## src/rtl/ocu_pkg.sv

```systemverilog
package ocu_pkg;

  // input item: one camera event
  typedef struct packed {
    logic [2:0]         func;
    logic signed [31:0] dx;
    logic signed [31:0] dy;
    logic signed [31:0] set_target_x;
    logic signed [31:0] set_target_y;
    logic signed [31:0] set_target_z;
    logic [30:0]        set_distance;
    logic signed [31:0] set_azimuth;
    logic signed [23:0] set_elevation;
  } in_t;

  // result item: eye position and target
  typedef struct packed {
    logic signed [31:0] eye_x;
    logic signed [31:0] eye_y;
    logic signed [31:0] eye_z;
    logic signed [31:0] look_x;
    logic signed [31:0] look_y;
    logic signed [31:0] look_z;
  } out_t;

  // event codes
  localparam logic [2:0] FN_ORBIT = 3'd0;
  localparam logic [2:0] FN_PAN   = 3'd1;
  localparam logic [2:0] FN_ZOOM  = 3'd2;
  localparam logic [2:0] FN_PLACE = 3'd3;

  // register indexes
  localparam logic [2:0] REG_ROTATE_SPEED  = 3'd0;
  localparam logic [2:0] REG_PAN_SPEED     = 3'd1;
  localparam logic [2:0] REG_ZOOM_SPEED    = 3'd2;
  localparam logic [2:0] REG_MIN_ELEVATION = 3'd3;
  localparam logic [2:0] REG_MAX_ELEVATION = 3'd4;
  localparam logic [2:0] REG_MIN_DISTANCE  = 3'd5;

  // register reset values
  localparam logic [23:0]        RST_ROTATE_SPEED  = 24'd19661;
  localparam logic [23:0]        RST_PAN_SPEED     = 24'd131;
  localparam logic [23:0]        RST_ZOOM_SPEED    = 24'd6554;
  localparam logic signed [23:0] RST_MIN_ELEVATION = -24'sd5832704;
  localparam logic signed [23:0] RST_MAX_ELEVATION = 24'sd5832704;
  localparam logic [30:0]        RST_MIN_DISTANCE  = 31'd6554;

  // fixed point formats of the trig path
  localparam int TRIG_BITS    = 30;
  localparam int ANG_BITS     = 24;
  localparam int CORDIC_STEPS = 24;
  localparam logic [29:0] CORDIC_GAIN = 30'd652032874;

  localparam logic signed [65:0] S32_MAX = 66'sd2147483647;
  localparam logic signed [65:0] S32_MIN = -66'sd2147483648;

  // arctangent of 2^-i in degrees, 24 fraction bits
  function automatic logic [29:0] atan_deg(input logic [4:0] i);
    logic [29:0] r;
    case (i)
      5'd0:  r = 30'd754974720;
      5'd1:  r = 30'd445687602;
      5'd2:  r = 30'd235489089;
      5'd3:  r = 30'd119537938;
      5'd4:  r = 30'd60000935;
      5'd5:  r = 30'd30029717;
      5'd6:  r = 30'd15018523;
      5'd7:  r = 30'd7509720;
      5'd8:  r = 30'd3754918;
      5'd9:  r = 30'd1877465;
      5'd10: r = 30'd938734;
      5'd11: r = 30'd469367;
      5'd12: r = 30'd234684;
      5'd13: r = 30'd117342;
      5'd14: r = 30'd58671;
      5'd15: r = 30'd29336;
      5'd16: r = 30'd14668;
      5'd17: r = 30'd7334;
      5'd18: r = 30'd3667;
      5'd19: r = 30'd1833;
      5'd20: r = 30'd917;
      5'd21: r = 30'd458;
      5'd22: r = 30'd229;
      5'd23: r = 30'd115;
      default: r = '0;
    endcase
    return r;
  endfunction

  // clamp to the signed 32 bit range
  function automatic logic signed [31:0] sat32(input logic signed [65:0] v);
    logic signed [31:0] r;
    if (v > S32_MAX) r = 32'sh7fffffff;
    else if (v < S32_MIN) r = 32'sh80000000;
    else r = 32'(v);
    return r;
  endfunction

endpackage

```

## src/rtl/ocu_mul.sv

```systemverilog
module ocu_mul (
  input  logic               clk,
  input  logic               rst,
  input  logic               start,
  input  logic signed [32:0] a,
  input  logic signed [32:0] b,
  output logic               busy,
  output logic signed [65:0] p
);

  localparam logic [5:0] LAST = 6'd32;

  logic signed [34:0] hi;
  logic [32:0]        lo;
  logic signed [32:0] ar;
  logic [5:0]         cnt;
  logic signed [34:0] addend;
  logic signed [34:0] sum;

  // one multiplier bit a cycle, the top bit carries negative weight
  always_comb begin
    if (lo[0]) addend = (cnt == LAST) ? -35'(ar) : 35'(ar);
    else addend = '0;
    sum = hi + addend;
  end

  always_ff @(posedge clk) begin
    if (rst) begin
      busy <= 1'b0;
    end else if (start) begin
      busy <= 1'b1;
      hi   <= '0;
      lo   <= b;
      ar   <= a;
      cnt  <= '0;
    end else if (busy) begin
      hi  <= sum >>> 1;
      lo  <= {sum[0], lo[32:1]};
      cnt <= cnt + 6'd1;
      if (cnt == LAST) busy <= 1'b0;
    end
  end

  assign p = 66'({hi, lo});

endmodule

```

## src/rtl/ocu_cordic.sv

```systemverilog
module ocu_cordic import ocu_pkg::*; #(
  parameter int FRAC_BITS = 16
) (
  input  logic                      clk,
  input  logic                      rst,
  input  logic                      start,
  input  logic signed [FRAC_BITS+9:0] ang,
  output logic                      busy,
  output logic signed [31:0]        sin_val,
  output logic signed [31:0]        cos_val
);

  localparam int ZW = 34;
  localparam logic signed [ZW-1:0] FULL  = ZW'(360) << ANG_BITS;
  localparam logic signed [ZW-1:0] HALF  = ZW'(180) << ANG_BITS;
  localparam logic signed [ZW-1:0] QUART = ZW'(90) << ANG_BITS;
  localparam logic [4:0] LAST = 5'(CORDIC_STEPS - 1);

  logic signed [ZW-1:0] x, y, z;
  logic                 flip;
  logic [4:0]           cnt;
  logic signed [ZW-1:0] z0, z1, zf;
  logic                 fl;
  logic signed [ZW-1:0] xs, ys, at;

  // angle into degrees with 24 fraction bits, folded into +-90
  always_comb begin
    z0 = ZW'(ang) <<< (ANG_BITS - FRAC_BITS);
    z1 = (z0 >= HALF) ? z0 - FULL : z0;
    fl = 1'b0;
    zf = z1;
    if (z1 > QUART) begin
      zf = HALF - z1;
      fl = 1'b1;
    end else if (z1 < -QUART) begin
      zf = -HALF - z1;
      fl = 1'b1;
    end
  end

  // one rotation step a cycle
  always_comb begin
    xs = x >>> cnt;
    ys = y >>> cnt;
    at = ZW'(atan_deg(cnt));
  end

  always_ff @(posedge clk) begin
    if (rst) begin
      busy <= 1'b0;
    end else if (start) begin
      busy <= 1'b1;
      x    <= ZW'(CORDIC_GAIN);
      y    <= '0;
      z    <= zf;
      flip <= fl;
      cnt  <= '0;
    end else if (busy) begin
      if (z >= 0) begin
        x <= x - ys;
        y <= y + xs;
        z <= z - at;
      end else begin
        x <= x + ys;
        y <= y - xs;
        z <= z + at;
      end
      cnt <= cnt + 5'd1;
      if (cnt == LAST) busy <= 1'b0;
    end
  end

  assign sin_val = 32'(y);
  assign cos_val = flip ? 32'(-x) : 32'(x);

endmodule

```

## src/rtl/ocu_wrap.sv

```systemverilog
module ocu_wrap #(
  parameter int FRAC_BITS = 16
) (
  input  logic                     clk,
  input  logic                     rst,
  input  logic                     start,
  input  logic signed [65:0]       val,
  output logic                     busy,
  output logic [FRAC_BITS+8:0]     res
);

  localparam int RW = FRAC_BITS + 10;
  localparam logic [RW-1:0] FULL = RW'(360) << FRAC_BITS;
  localparam logic [6:0] LAST = 7'd65;

  logic [65:0]         mag;
  logic [RW-2:0]       rem;
  logic                neg;
  logic [6:0]          cnt;
  logic [RW-1:0]       r2;
  logic [RW-1:0]       r3;

  // restoring remainder, one dividend bit a cycle
  always_comb begin
    r2 = {rem, mag[65]};
    r3 = (r2 >= FULL) ? r2 - FULL : r2;
  end

  always_ff @(posedge clk) begin
    if (rst) begin
      busy <= 1'b0;
    end else if (start) begin
      busy <= 1'b1;
      neg  <= val[65];
      mag  <= val[65] ? 66'(-val) : 66'(val);
      rem  <= '0;
      cnt  <= '0;
    end else if (busy) begin
      rem <= r3[RW-2:0];
      mag <= {mag[64:0], 1'b0};
      cnt <= cnt + 7'd1;
      if (cnt == LAST) busy <= 1'b0;
    end
  end

  // negative input: fold the remainder back into 0 .. 360
  always_comb begin
    if (neg && (rem != '0)) res = (RW-1)'(FULL - RW'(rem));
    else res = rem;
  end

endmodule

```

## src/rtl/orbit_camera_update_unit.sv

```systemverilog
// Orbit camera update: keeps target, distance, azimuth and elevation and
// returns the eye position and target for every event item.
// Input channel in_valid/in_ready/in_item carries one event (orbit, pan,
// zoom, place or plain recompute); output channel out_valid/out_ready/
// out_item carries one result item per event.
// The block works on one item at a time. The work is done by the single
// bit-serial multiplier (five products for the eye and eleven more for a
// pan), two rotation runs for sine and cosine, and a remainder unit that
// wraps the azimuth. The result sits in an output register: the next item
// is accepted while it waits, and only the final load waits for the
// receiver to take it. Configuration is to be written through
// cfg_we/cfg_index/cfg_data only while idle; the block itself does not
// enforce this. Synchronous reset returns the pose to target zero,
// distance 10.0 and both angles zero, restores the register defaults and
// empties the output.
module orbit_camera_update_unit import ocu_pkg::*; #(
  parameter int FRAC_BITS = 16
) (
  input  logic        clk,
  input  logic        rst,
  input  logic        in_valid,
  output logic        in_ready,
  input  in_t         in_item,
  output logic        out_valid,
  input  logic        out_ready,
  output out_t        out_item,
  input  logic        cfg_we,
  input  logic [2:0]  cfg_index,
  input  logic [30:0] cfg_data
);

  localparam int AZW = FRAC_BITS + 9;
  localparam int ELW = FRAC_BITS + 8;
  localparam int AGW = FRAC_BITS + 10;
  localparam logic signed [65:0] ONE_W = 66'(1) << FRAC_BITS;
  localparam logic signed [65:0] LIM   = 66'(89) << FRAC_BITS;
  localparam logic [30:0] DIST_RST = 31'(10) << FRAC_BITS;
  localparam logic [3:0] PAN_LAST = 4'd10;
  localparam logic [3:0] EYE_LAST = 4'd4;

  localparam logic [4:0] S_IDLE  = 5'd0;
  localparam logic [4:0] S_OR_M1 = 5'd1;
  localparam logic [4:0] S_OR_W1 = 5'd2;
  localparam logic [4:0] S_OR_M2 = 5'd3;
  localparam logic [4:0] S_OR_W2 = 5'd4;
  localparam logic [4:0] S_WR_W  = 5'd5;
  localparam logic [4:0] S_ZM_M1 = 5'd6;
  localparam logic [4:0] S_ZM_W1 = 5'd7;
  localparam logic [4:0] S_ZM_M2 = 5'd8;
  localparam logic [4:0] S_ZM_W2 = 5'd9;
  localparam logic [4:0] S_PLACE = 5'd10;
  localparam logic [4:0] S_TA    = 5'd11;
  localparam logic [4:0] S_TA_W  = 5'd12;
  localparam logic [4:0] S_TE    = 5'd13;
  localparam logic [4:0] S_TE_W  = 5'd14;
  localparam logic [4:0] S_PN_M  = 5'd15;
  localparam logic [4:0] S_PN_W  = 5'd16;
  localparam logic [4:0] S_EY_M  = 5'd17;
  localparam logic [4:0] S_EY_W  = 5'd18;
  localparam logic [4:0] S_OUT   = 5'd19;

  logic [4:0] st;
  logic [3:0] k;
  in_t        item;

  // configuration
  logic [23:0]        rs, ps, zs;
  logic signed [23:0] min_el, max_el;
  logic [30:0]        min_dist;

  // camera pose
  logic signed [31:0]     tx, ty, tz;
  logic [30:0]            orb_dist;
  logic [AZW-1:0]         az;
  logic signed [ELW-1:0]  el;

  // working values
  logic signed [31:0] sa, ca, se, ce, px, py, ux, uz, tt, zf;
  logic signed [35:0] acc;
  logic signed [31:0] ex, ey, ez;

  // shared units
  logic               mul_start, mul_busy;
  logic signed [32:0] mul_a, mul_b;
  logic signed [65:0] mul_p, pf, pt;
  logic               cor_start, cor_busy;
  logic signed [AGW-1:0] cor_ang;
  logic signed [31:0] cor_s, cor_c;
  logic               wr_start, wr_busy;
  logic signed [65:0] wr_val;
  logic [AZW-1:0]     wr_res;

  logic signed [65:0] el_src, el_lo, el_hi, el_new;

  function automatic logic signed [65:0] clamp_rng(input logic signed [65:0] v,
                                                   input logic signed [65:0] lo,
                                                   input logic signed [65:0] hi);
    logic signed [65:0] r;
    r = v;
    if (r < lo) r = lo;
    if (r > hi) r = hi;
    return r;
  endfunction

  ocu_mul u_mul (
    .clk(clk), .rst(rst), .start(mul_start), .a(mul_a), .b(mul_b),
    .busy(mul_busy), .p(mul_p)
  );

  ocu_cordic #(.FRAC_BITS(FRAC_BITS)) u_cordic (
    .clk(clk), .rst(rst), .start(cor_start), .ang(cor_ang),
    .busy(cor_busy), .sin_val(cor_s), .cos_val(cor_c)
  );

  ocu_wrap #(.FRAC_BITS(FRAC_BITS)) u_wrap (
    .clk(clk), .rst(rst), .start(wr_start), .val(wr_val),
    .busy(wr_busy), .res(wr_res)
  );

  assign pf = mul_p >>> FRAC_BITS;
  assign pt = mul_p >>> TRIG_BITS;
  assign in_ready = (st == S_IDLE);

  // elevation limits, upper one wins when they cross
  always_comb begin
    el_lo  = clamp_rng(66'(min_el), -LIM, LIM);
    el_hi  = clamp_rng(66'(max_el), -LIM, LIM);
    el_src = (st == S_PLACE) ? 66'(item.set_elevation) : 66'(el) + pf;
    el_new = clamp_rng(el_src, el_lo, el_hi);
  end

  // unit starts
  always_comb begin
    mul_start = (st == S_OR_M1) || (st == S_OR_M2) || (st == S_ZM_M1) ||
                (st == S_ZM_M2) || (st == S_PN_M) || (st == S_EY_M);
    cor_start = (st == S_TA) || (st == S_TE);
    cor_ang   = (st == S_TA) ? $signed(AGW'(az)) : AGW'(el);
    wr_start  = (st == S_PLACE) || ((st == S_OR_W1) && !mul_busy);
    wr_val    = (st == S_PLACE) ? 66'(item.set_azimuth) : $signed(66'(az)) - pf;
  end

  // multiplier operands for each step
  always_comb begin
    mul_a = '0;
    mul_b = '0;
    case (st)
      S_OR_M1: begin mul_a = 33'(item.dx); mul_b = 33'(rs); end
      S_OR_M2: begin mul_a = 33'(item.dy); mul_b = 33'(rs); end
      S_ZM_M1: begin mul_a = 33'(item.dy); mul_b = 33'(zs); end
      S_ZM_M2: begin mul_a = 33'(orb_dist); mul_b = 33'(zf); end
      S_PN_M: begin
        case (k)
          4'd0:  begin mul_a = 33'(item.dx); mul_b = 33'(ps); end
          4'd1:  begin mul_a = 33'(px); mul_b = 33'(orb_dist); end
          4'd2:  begin mul_a = 33'(item.dy); mul_b = 33'(ps); end
          4'd3:  begin mul_a = 33'(py); mul_b = 33'(orb_dist); end
          4'd4:  begin mul_a = 33'(sa); mul_b = 33'(se); end
          4'd5:  begin mul_a = 33'(ca); mul_b = 33'(se); end
          4'd6:  begin mul_a = 33'(px); mul_b = 33'(ca); end
          4'd7:  begin mul_a = 33'(py); mul_b = 33'(ux); end
          4'd8:  begin mul_a = 33'(py); mul_b = 33'(ce); end
          4'd9:  begin mul_a = 33'(px); mul_b = 33'(sa); end
          default: begin mul_a = 33'(py); mul_b = 33'(uz); end
        endcase
      end
      S_EY_M: begin
        case (k)
          4'd0:    begin mul_a = 33'(ce); mul_b = 33'(sa); end
          4'd1:    begin mul_a = 33'(orb_dist); mul_b = 33'(tt); end
          4'd2:    begin mul_a = 33'(orb_dist); mul_b = 33'(se); end
          4'd3:    begin mul_a = 33'(ce); mul_b = 33'(ca); end
          default: begin mul_a = 33'(orb_dist); mul_b = 33'(tt); end
        endcase
      end
      default: begin mul_a = '0; mul_b = '0; end
    endcase
  end

  // sequencer, pose and output register
  always_ff @(posedge clk) begin
    if (rst) begin
      st        <= S_IDLE;
      k         <= '0;
      out_valid <= 1'b0;
      rs        <= RST_ROTATE_SPEED;
      ps        <= RST_PAN_SPEED;
      zs        <= RST_ZOOM_SPEED;
      min_el    <= RST_MIN_ELEVATION;
      max_el    <= RST_MAX_ELEVATION;
      min_dist  <= RST_MIN_DISTANCE;
      tx        <= '0;
      ty        <= '0;
      tz        <= '0;
      orb_dist  <= DIST_RST;
      az        <= '0;
      el        <= '0;
    end else begin
      // configuration writes
      if (cfg_we) begin
        case (cfg_index)
          REG_ROTATE_SPEED:  rs <= cfg_data[23:0];
          REG_PAN_SPEED:     ps <= cfg_data[23:0];
          REG_ZOOM_SPEED:    zs <= cfg_data[23:0];
          REG_MIN_ELEVATION: min_el <= $signed(cfg_data[23:0]);
          REG_MAX_ELEVATION: max_el <= $signed(cfg_data[23:0]);
          REG_MIN_DISTANCE:  min_dist <= cfg_data[30:0];
          default: ;
        endcase
      end

      // output register drains independently, a reload refills it
      if (out_valid && out_ready && (st != S_OUT)) out_valid <= 1'b0;

      case (st)
        S_IDLE: begin
          if (in_valid) begin
            item <= in_item;
            case (in_item.func)
              FN_ORBIT: st <= S_OR_M1;
              FN_ZOOM:  st <= S_ZM_M1;
              FN_PLACE: st <= S_PLACE;
              default:  st <= S_TA;
            endcase
          end
        end
        // orbit: new azimuth goes to the wrap unit, elevation is clamped
        S_OR_M1: st <= S_OR_W1;
        S_OR_W1: if (!mul_busy) st <= S_OR_M2;
        S_OR_M2: st <= S_OR_W2;
        S_OR_W2: begin
          if (!mul_busy) begin
            el <= ELW'(el_new);
            st <= S_WR_W;
          end
        end
        S_WR_W: begin
          if (!wr_busy) begin
            az <= wr_res;
            st <= S_TA;
          end
        end
        // zoom: scale factor, then scaled distance with floor
        S_ZM_M1: st <= S_ZM_W1;
        S_ZM_W1: begin
          if (!mul_busy) begin
            zf <= sat32(ONE_W - pf);
            st <= S_ZM_M2;
          end
        end
        S_ZM_M2: st <= S_ZM_W2;
        S_ZM_W2: begin
          if (!mul_busy) begin
            if (pf < $signed(66'(min_dist))) orb_dist <= min_dist;
            else if (pf > S32_MAX) orb_dist <= 31'h7fffffff;
            else orb_dist <= 31'(pf);
            st <= S_TA;
          end
        end
        // place: load the pose, azimuth through the wrap unit
        S_PLACE: begin
          tx       <= item.set_target_x;
          ty       <= item.set_target_y;
          tz       <= item.set_target_z;
          orb_dist <= item.set_distance;
          el       <= ELW'(el_new);
          st       <= S_WR_W;
        end
        // sine and cosine of both angles
        S_TA: st <= S_TA_W;
        S_TA_W: begin
          if (!cor_busy) begin
            sa <= cor_s;
            ca <= cor_c;
            st <= S_TE;
          end
        end
        S_TE: st <= S_TE_W;
        S_TE_W: begin
          if (!cor_busy) begin
            se <= cor_s;
            ce <= cor_c;
            k  <= '0;
            st <= (item.func == FN_PAN) ? S_PN_M : S_EY_M;
          end
        end
        // pan: offsets scaled by distance, moved along right and up
        S_PN_M: st <= S_PN_W;
        S_PN_W: begin
          if (!mul_busy) begin
            case (k)
              4'd0, 4'd1: px <= sat32(pf);
              4'd2, 4'd3: py <= sat32(pf);
              4'd4:  ux <= 32'(-pt);
              4'd5:  uz <= 32'(-pt);
              4'd6:  acc <= 36'(tx) - 36'(pt);
              4'd7:  tx <= sat32(66'(acc) + pt);
              4'd8:  ty <= sat32(66'(ty) + pt);
              4'd9:  acc <= 36'(tz) + 36'(pt);
              default: tz <= sat32(66'(acc) + pt);
            endcase
            if (k == PAN_LAST) begin
              k  <= '0;
              st <= S_EY_M;
            end else begin
              k  <= k + 4'd1;
              st <= S_PN_M;
            end
          end
        end
        // eye: target plus the spherical offset
        S_EY_M: st <= S_EY_W;
        S_EY_W: begin
          if (!mul_busy) begin
            case (k)
              4'd0, 4'd3: tt <= 32'(pt);
              4'd1: ex <= sat32(66'(tx) + pt);
              4'd2: ey <= sat32(66'(ty) + pt);
              default: ez <= sat32(66'(tz) + pt);
            endcase
            if (k == EYE_LAST) begin
              st <= S_OUT;
            end else begin
              k  <= k + 4'd1;
              st <= S_EY_M;
            end
          end
        end
        S_OUT: begin
          if (!out_valid || out_ready) begin
            out_valid       <= 1'b1;
            out_item.eye_x  <= ex;
            out_item.eye_y  <= ey;
            out_item.eye_z  <= ez;
            out_item.look_x <= tx;
            out_item.look_y <= ty;
            out_item.look_z <= tz;
            st              <= S_IDLE;
          end
        end
        default: st <= S_IDLE;
      endcase
    end
  end

endmodule

```

## config.mk

```make
export PLATFORM = sky130hd
export DESIGN_NAME = orbit_camera_update_unit
export DESIGN_NICKNAME = d
export VERILOG_FILES = /design/src/rtl/ocu_pkg.sv /design/src/rtl/ocu_mul.sv /design/src/rtl/ocu_cordic.sv /design/src/rtl/ocu_wrap.sv /design/src/rtl/orbit_camera_update_unit.sv
export SDC_FILE = /design/constraint.sdc
export NUM_CORES = 2
export LEC_CHECK = 0
export BUFFER_PORTS_ARGS = -buffer_cell sky130_fd_sc_hd__buf_4
export CORE_MARGIN = 4
export CORE_UTILIZATION = 35
export CTS_CLUSTER_DIAMETER = 150
export CTS_CLUSTER_SIZE = 25
export DETAILED_ROUTE_END_ITERATION = 10
export HOLD_SLACK_MARGIN = 0.02
export PLACE_DENSITY = 0.48
export RECOVER_POWER = 50
export SYNTH_ARGS = -nofsm -noshare
export SYNTH_HDL_FRONTEND = slang
export SYNTH_HIERARCHICAL = 1
export SYNTH_SLANG_ARGS = --single-unit
```

## constraint.sdc

```tcl
create_clock -name clk -period 24.1 [get_ports clk]
set_clock_uncertainty 0.1 [all_clocks]
set_input_delay 4.82 -clock clk [delete_from_list [all_inputs] [get_ports clk]]
set_output_delay 4.82 -clock clk [all_outputs]
set_load 0.02 [all_outputs]
```

=== Yosys cells after proc, flatten, opt, wreduce, memory -nomap -nowiden ===
Memories as Yosys holds them, arrays and structs flattened. A register that Yosys moved wholly into a read port is not among the register bits.
Index checks and enable logic that the tools add are counted.

* Add/subtract/negate cells: 29
* Multiply operators: 0
* Divide/modulo/power cells: 0
* Order comparisons: 24
* Eq/ne operators: 56
* Shift-type cells: 2
* Mux-type cells: 102
* Bitwise operators: 5
* Reductions and logical operators: 72

{| class="wikitable"
|+ Operators with widths
! cell !! count
|-
| $mux W66 || 10
|-
| $mux W32 || 16
|-
| $pmux W33 S5 || 3
|-
| $mux W34 || 10
|-
| $pmux W33 S7 || 1
|-
| $pmux W32 S2 || 3
|-
| $gt A37 B32 Y1 const B || 4
|-
| $lt A37 B32 Y1 const B || 4
|-
| $gt A66 B24 Y1 const B || 2
|-
| $add A32 B36 Y37 || 3
|-
| $mux W35 || 3
|-
| $pmux W5 S20 || 1
|-
| $mux W33 || 3
|-
| $pmux W33 S3 || 1
|-
| $mux W31 || 3
|-
| $mux W5 || 16
|-
| $mux W25 || 3
|-
| $pmux W36 S2 || 1
|-
| $add A34 B34 Y34 || 2
|-
| $sshr A34 B5 Y34 || 2
|-
| $sub A33 B34 Y34 const A || 2
|-
| $sub A34 B34 Y34 || 2
|-
| $gt A66 B66 Y1 || 1
|-
| $lt A66 B66 Y1 || 1
|-
| other kinds (75) || 193
|}

* Register bits after elaboration: 1548
* Latch bits: 0
* Memory bits (writable): 0
* ROM bits: 960
* Input port bits: 289
* Memories kept: 1

{| class="wikitable"
|+ Memory list
! name !! words !! width !! rd ports !! clocked after memory_dff !! write ports !! line !! text
|-
| (no name shown) || 32 || 30 || 1 || 1 || 0 || ocu_pkg.sv:60 || <nowiki>case (i)</nowiki>
|}

=== Longest topological paths before layout ===
* Depth after elaboration: 10
* Depth in mapped cells: 40
* Gate-level depth less buffers: 36

=== Cells and area by module ===
The synthesis kept the hierarchy.

{| class="wikitable"
|+ By module, submodules not included
! module !! times used !! cells each !! area each (um^2) !! sequential area each (um^2)
|-
| orbit_camera_update_unit || 1 || 6755 || 67746.2 || 33592.2
|-
| ocu_cordic || 1 || 2249 || 19093.3 || 3863.7
|-
| ocu_mul || 1 || 662 || 6975.4 || 3203.1
|-
| ocu_wrap || 1 || 636 || 6238.5 || 2992.9
|}

=== Least setup slack after synthesis ===
Ideal clock, no wire load.

* Kind: input-to-reg
* Start point: in rst
* End point: reg out_item[0] (netlist bit), enable pin
* Library setup time: 0.747 ns
* Arrival: 13.663 ns
* Data required time: 23.253 ns
* Path slack: 9.591 ns
* Stages on the path: 6
* Path buffers: 3
* Cells stage by stage: clkbuf_1 inv_1 clkbuf_1 clkbuf_1 nand2_1 nor2_1

* Word-level cells in the longest chain between the ends: 2

{| class="wikitable"
|+ RTL lines
! element !! line !! text
|-
| start, declared || orbit_camera_update_unit.sv:20 || <nowiki>input logic rst,</nowiki>
|-
| $not A1 Y1 (no source line) || -- ||
|-
| $reduce_and A3 Y1 (no source line) || -- ||
|-
| end, declared || orbit_camera_update_unit.sv:26 || <nowiki>output out_t out_item,</nowiki>
|}

No other way between the ends.
A chain may end at the register's enable or synchronous reset.

=== Worst setup path in the final report ===
* Start point: reg u_cordic.cnt[0]
* End point: reg u_cordic.x[32], data pin

* Word-level cells in the longest chain between the ends: 4
* Elaborated cells on any way between the ends: 5
* Those cells by class: 2 x add/sub; 1 x shift; 2 x mux

{| class="wikitable"
|+ RTL lines
! element !! line !! text
|-
| start, declared || ocu_cordic.sv:21 || <nowiki>logic [4:0] cnt;</nowiki>
|-
| start signal, assigned || ocu_cordic.sv:68 || <nowiki>cnt <= cnt + 5'd1;</nowiki>
|-
| $sshr A34 B5 Y34 (*) || ocu_cordic.sv:44 || <nowiki>ys = y >>> cnt;</nowiki>
|-
| $add A34 B34 Y34 or $sub A34 B34 Y34 (tied branches) || ocu_cordic.sv:64, ocu_cordic.sv:60 ||
|-
| $mux W34 (*) || ocu_cordic.sv:59 || <nowiki>if (z >= 0) begin</nowiki>
|-
| $mux W34 (*) || ocu_cordic.sv:58 || <nowiki>end else if (busy) begin</nowiki>
|-
| end signal, assigned || ocu_cordic.sv:53 || <nowiki>x <= ZW'(CORDIC_GAIN);</nowiki>
|-
| end signal, assigned || ocu_cordic.sv:60 || <nowiki>x <= x - ys;</nowiki>
|-
| end signal, assigned || ocu_cordic.sv:64 || <nowiki>x <= x + ys;</nowiki>
|-
| end, declared || ocu_cordic.sv:19 || <nowiki>logic signed [ZW-1:0] x, y, z;</nowiki>
|}

Every way passes the cells marked *; elsewhere a longest branch is shown, timed or not. The select of a mux whose other input is x is not followed.

==> run metrics <==
Area growth syn-to-layout=9.18%; Final Max Slew Viols=1718; number of synthesized register bits=1577; clk slew on worst S/H paths=0.10 ns; met1 wire length=187000 um; nets=11300; grt total ovfl=0; crit start category=flip-flop; vias per std cell=6.07; max capacitance violation total=67; fraction of layout cells with a size suffix above 1=10.1%; worst hold path type=flip-flop to flip-flop; Max Buffers Root-to-Sink=4; htree depth=3; latest clock arrival within the worst-skew pair=0.89 ns; initial DRC count=9515; Core Region=285000 um^2; Ports=483; commonest non-fill, non-tap cell in the layout=edfxtp_1; CP required=24.52 ns; PortBufs=482; Detailed Routing Iterations Pass 1=11; crit path capture type=flip-flop; post-layout util=38.3%; DP Wirelength=347000 um; Avg Inst Size Synth=9.71 um^2; vias in the first global route=82700; post-synth top area cell=edfxtp_1; Residual DRC=3; Synth Cell Area=100000 um^2; CTS tree=built; largest net degree at the start of global routing=130; ranking of synthesized cells by area=edfxtp_1 36%, dfxtp_1 7.4%, ha_1 6.9%; Highest Signal Layer=met5; slew margin rel.=-178%; Static Leak=40.2 nW; Synth top area share=36.2%; register area share after synthesis=43.6%; number of hold buffers added after cts=0; post-CTS resize count=0; CP Max Fanout=66; Die Y=543 um; Sink Count=1577; first-pass GRT wire length=636000 um; post-synth cell types=120; final wirelength=456000 um; total number of vias=86400; Routed Antenna Nets=0; RSZ-0062 raised after global routing=no; clk root buf=clkbuf_16; number of synthesized flops with an enable pin=1207; syn nets=11200; final period utilization=51.6%; worst hold slack=0.326 ns; cells after synthesis=10300; Rows=196; Worst Path Arrival=12.86 ns; DR WL met2=211000 um; maximum vdd drop=0.0986 mV; Synth Flop Type=edfxtp_1; WL met3=32600 um; failing checks=design-rule violations, max-capacitance violations, max-slew violations; starting density of the core=35.1%; Ys Warns=6; total CTS buffers=80; Die W=543 um; initial antenna violation count=42; final worst setup slack=11.66 ns; CP Class=flip-flop to flip-flop; total die area=294000 um^2; P per Cell Area=112 nW/um^2; most frequent cells in the layout=1207 x edfxtp_1, 1167 x nand2_1, 824 x a21oi_1, 763 x nor2_1, 625 x o21ai_0; final setup TNS=0 ns; final setup vio count=0; Worst Tran Pin Value=4.17 ns; Post-synth ARST share=0%; wire length per cell=32.0 um; buffers inserted by post-CTS timing repair=0; Final Hold Fails=0; GRT Util Overall=29.7%; gpl congestion=0.979; Max Clk Rate=80.4 MHz; Post-Place Setup Slack=13.52 ns; outcome=complete, but fails checks; post-layout min period=12.44 ns
==> worst max-delay path, cell delays in order, from the launching register on <==
cell and delay [ns]:
edfxtp_1 0.33, clkbuf_1 2.34, clkbuf_1 3.06, nand2b_1 1.19, o22ai_1 0.49, a211oi_1 0.21, a221o_1 0.37, o21bai_1 0.21
nor4b_2 0.64, nand2_1 0.22, or2_1 0.31, o21ai_0 0.21, xnor2_1 0.15, ha_1 0.31, a21o_1 0.21, a21o_1 0.17
a21o_1 0.17, a21o_1 0.17, a21oi_1 0.13, o21ai_0 0.18, a311oi_1 0.45, a21oi_1 0.16, xnor2_1 0.15, nor2_1 0.05
==> state kept, by name (all words and copies together) (netlist names), 33 cells and up <==
| name | flops |
|---|---|
| u_cordic/y | 34 |
| u_wrap/mag | 66 |
| item | 250 |
| u_mul/hi | 34 |
| u_cordic/x | 34 |
| u_mul/ar | 33 |
| u_mul/lo | 33 |
| acc | 36 |
| out_item | 192 |
| u_cordic/z | 34 |
==> cell usage after synthesis (all sizes together), types with 101 or more instances <==
cell and number:
a21o 222, a21oi 832, a222oi 159, a31oi 130
buf 200, clkbuf 466, dfxtp 370, edfxtp 1207
ha 554, inv 324, mux2 108, mux2i 130
nand2 1170, nand3 239, nand4 109, nor2 776
nor2b 110, nor3 155, o211ai 101, o21ai 654
xnor2 392, xor2 261
==> path summary, 6_finish.rpt <==
kind / start / end / slack, ns / depth (start not counted)
max: u_cordic/cnt[0] / u_cordic/x[32] / 11.66 / 23
min: ez[1] / out_item[97] / 0.33 / 0
max reg2reg: u_cordic/cnt[0] / u_cordic/x[32] / 11.66 / 23
min reg2reg: ez[1] / out_item[97] / 0.33 / 0
==> final cells by class <==
| type | instances | area (um^2) |
|---|---|---|
| clock buffer | 127 | 2240 |
| fill | 28600 | 176000 |
| antenna | 15 | 37.5 |
| multi-input combinational | 7729 | 52300 |
| sequential | 1577 | 43700 |
| tap | 3762 | 4710 |
| inverter | 330 | 1240 |
| clock inverter | 12 | 165 |
| timing repair buffer | 694 | 4850 |
==> power by group <==
group	switching, mW	total [mW]	leakage [nW]	internal [mW]
clock network	0.981	1.64	1.15	0.662
logic	4.52	6.69	25.0	2.17
registers	0.400	3.91	14.0	3.51
total	5.90	12.2	40.2	6.34
==> through the flow <==
| stage | instance area (um^2) | total power [mW] | instances |
|---|---|---|---|
| final | 109000 | 12.2 | 14200 |
| after global routing | 109000 | 12.9 | 14200 |
| after CTS | 110000 | 12.3 | 14200 |
| after detailed placement | 107000 | 10.6 | 14100 |
| after global placement | 107000 | 10.6 | 14100 |
| after floorplan | 100000 | 8.09 | 10300 |
==> per-layer routing <==
layer | global-route usage, % | vias up
li1 | - | 38700
met5 | 0 | -
met4 | 13.3 | 32
met3 | 4.41 | 812
met1 | 38.5 | 43000
met2 | 49.0 | 3868
==> kinds of logic after synthesis <==
family,share of synthesized area [%]
and+or+nand+nor,15.0
AOI/OAI and AO/OA,20.1
DFF,43.6
buffers and inverters,4.22
xor gates and xnor gates,5.72
adders and majority gates,7.15
muxes,4.27
(Power assumes the default switching activity.)
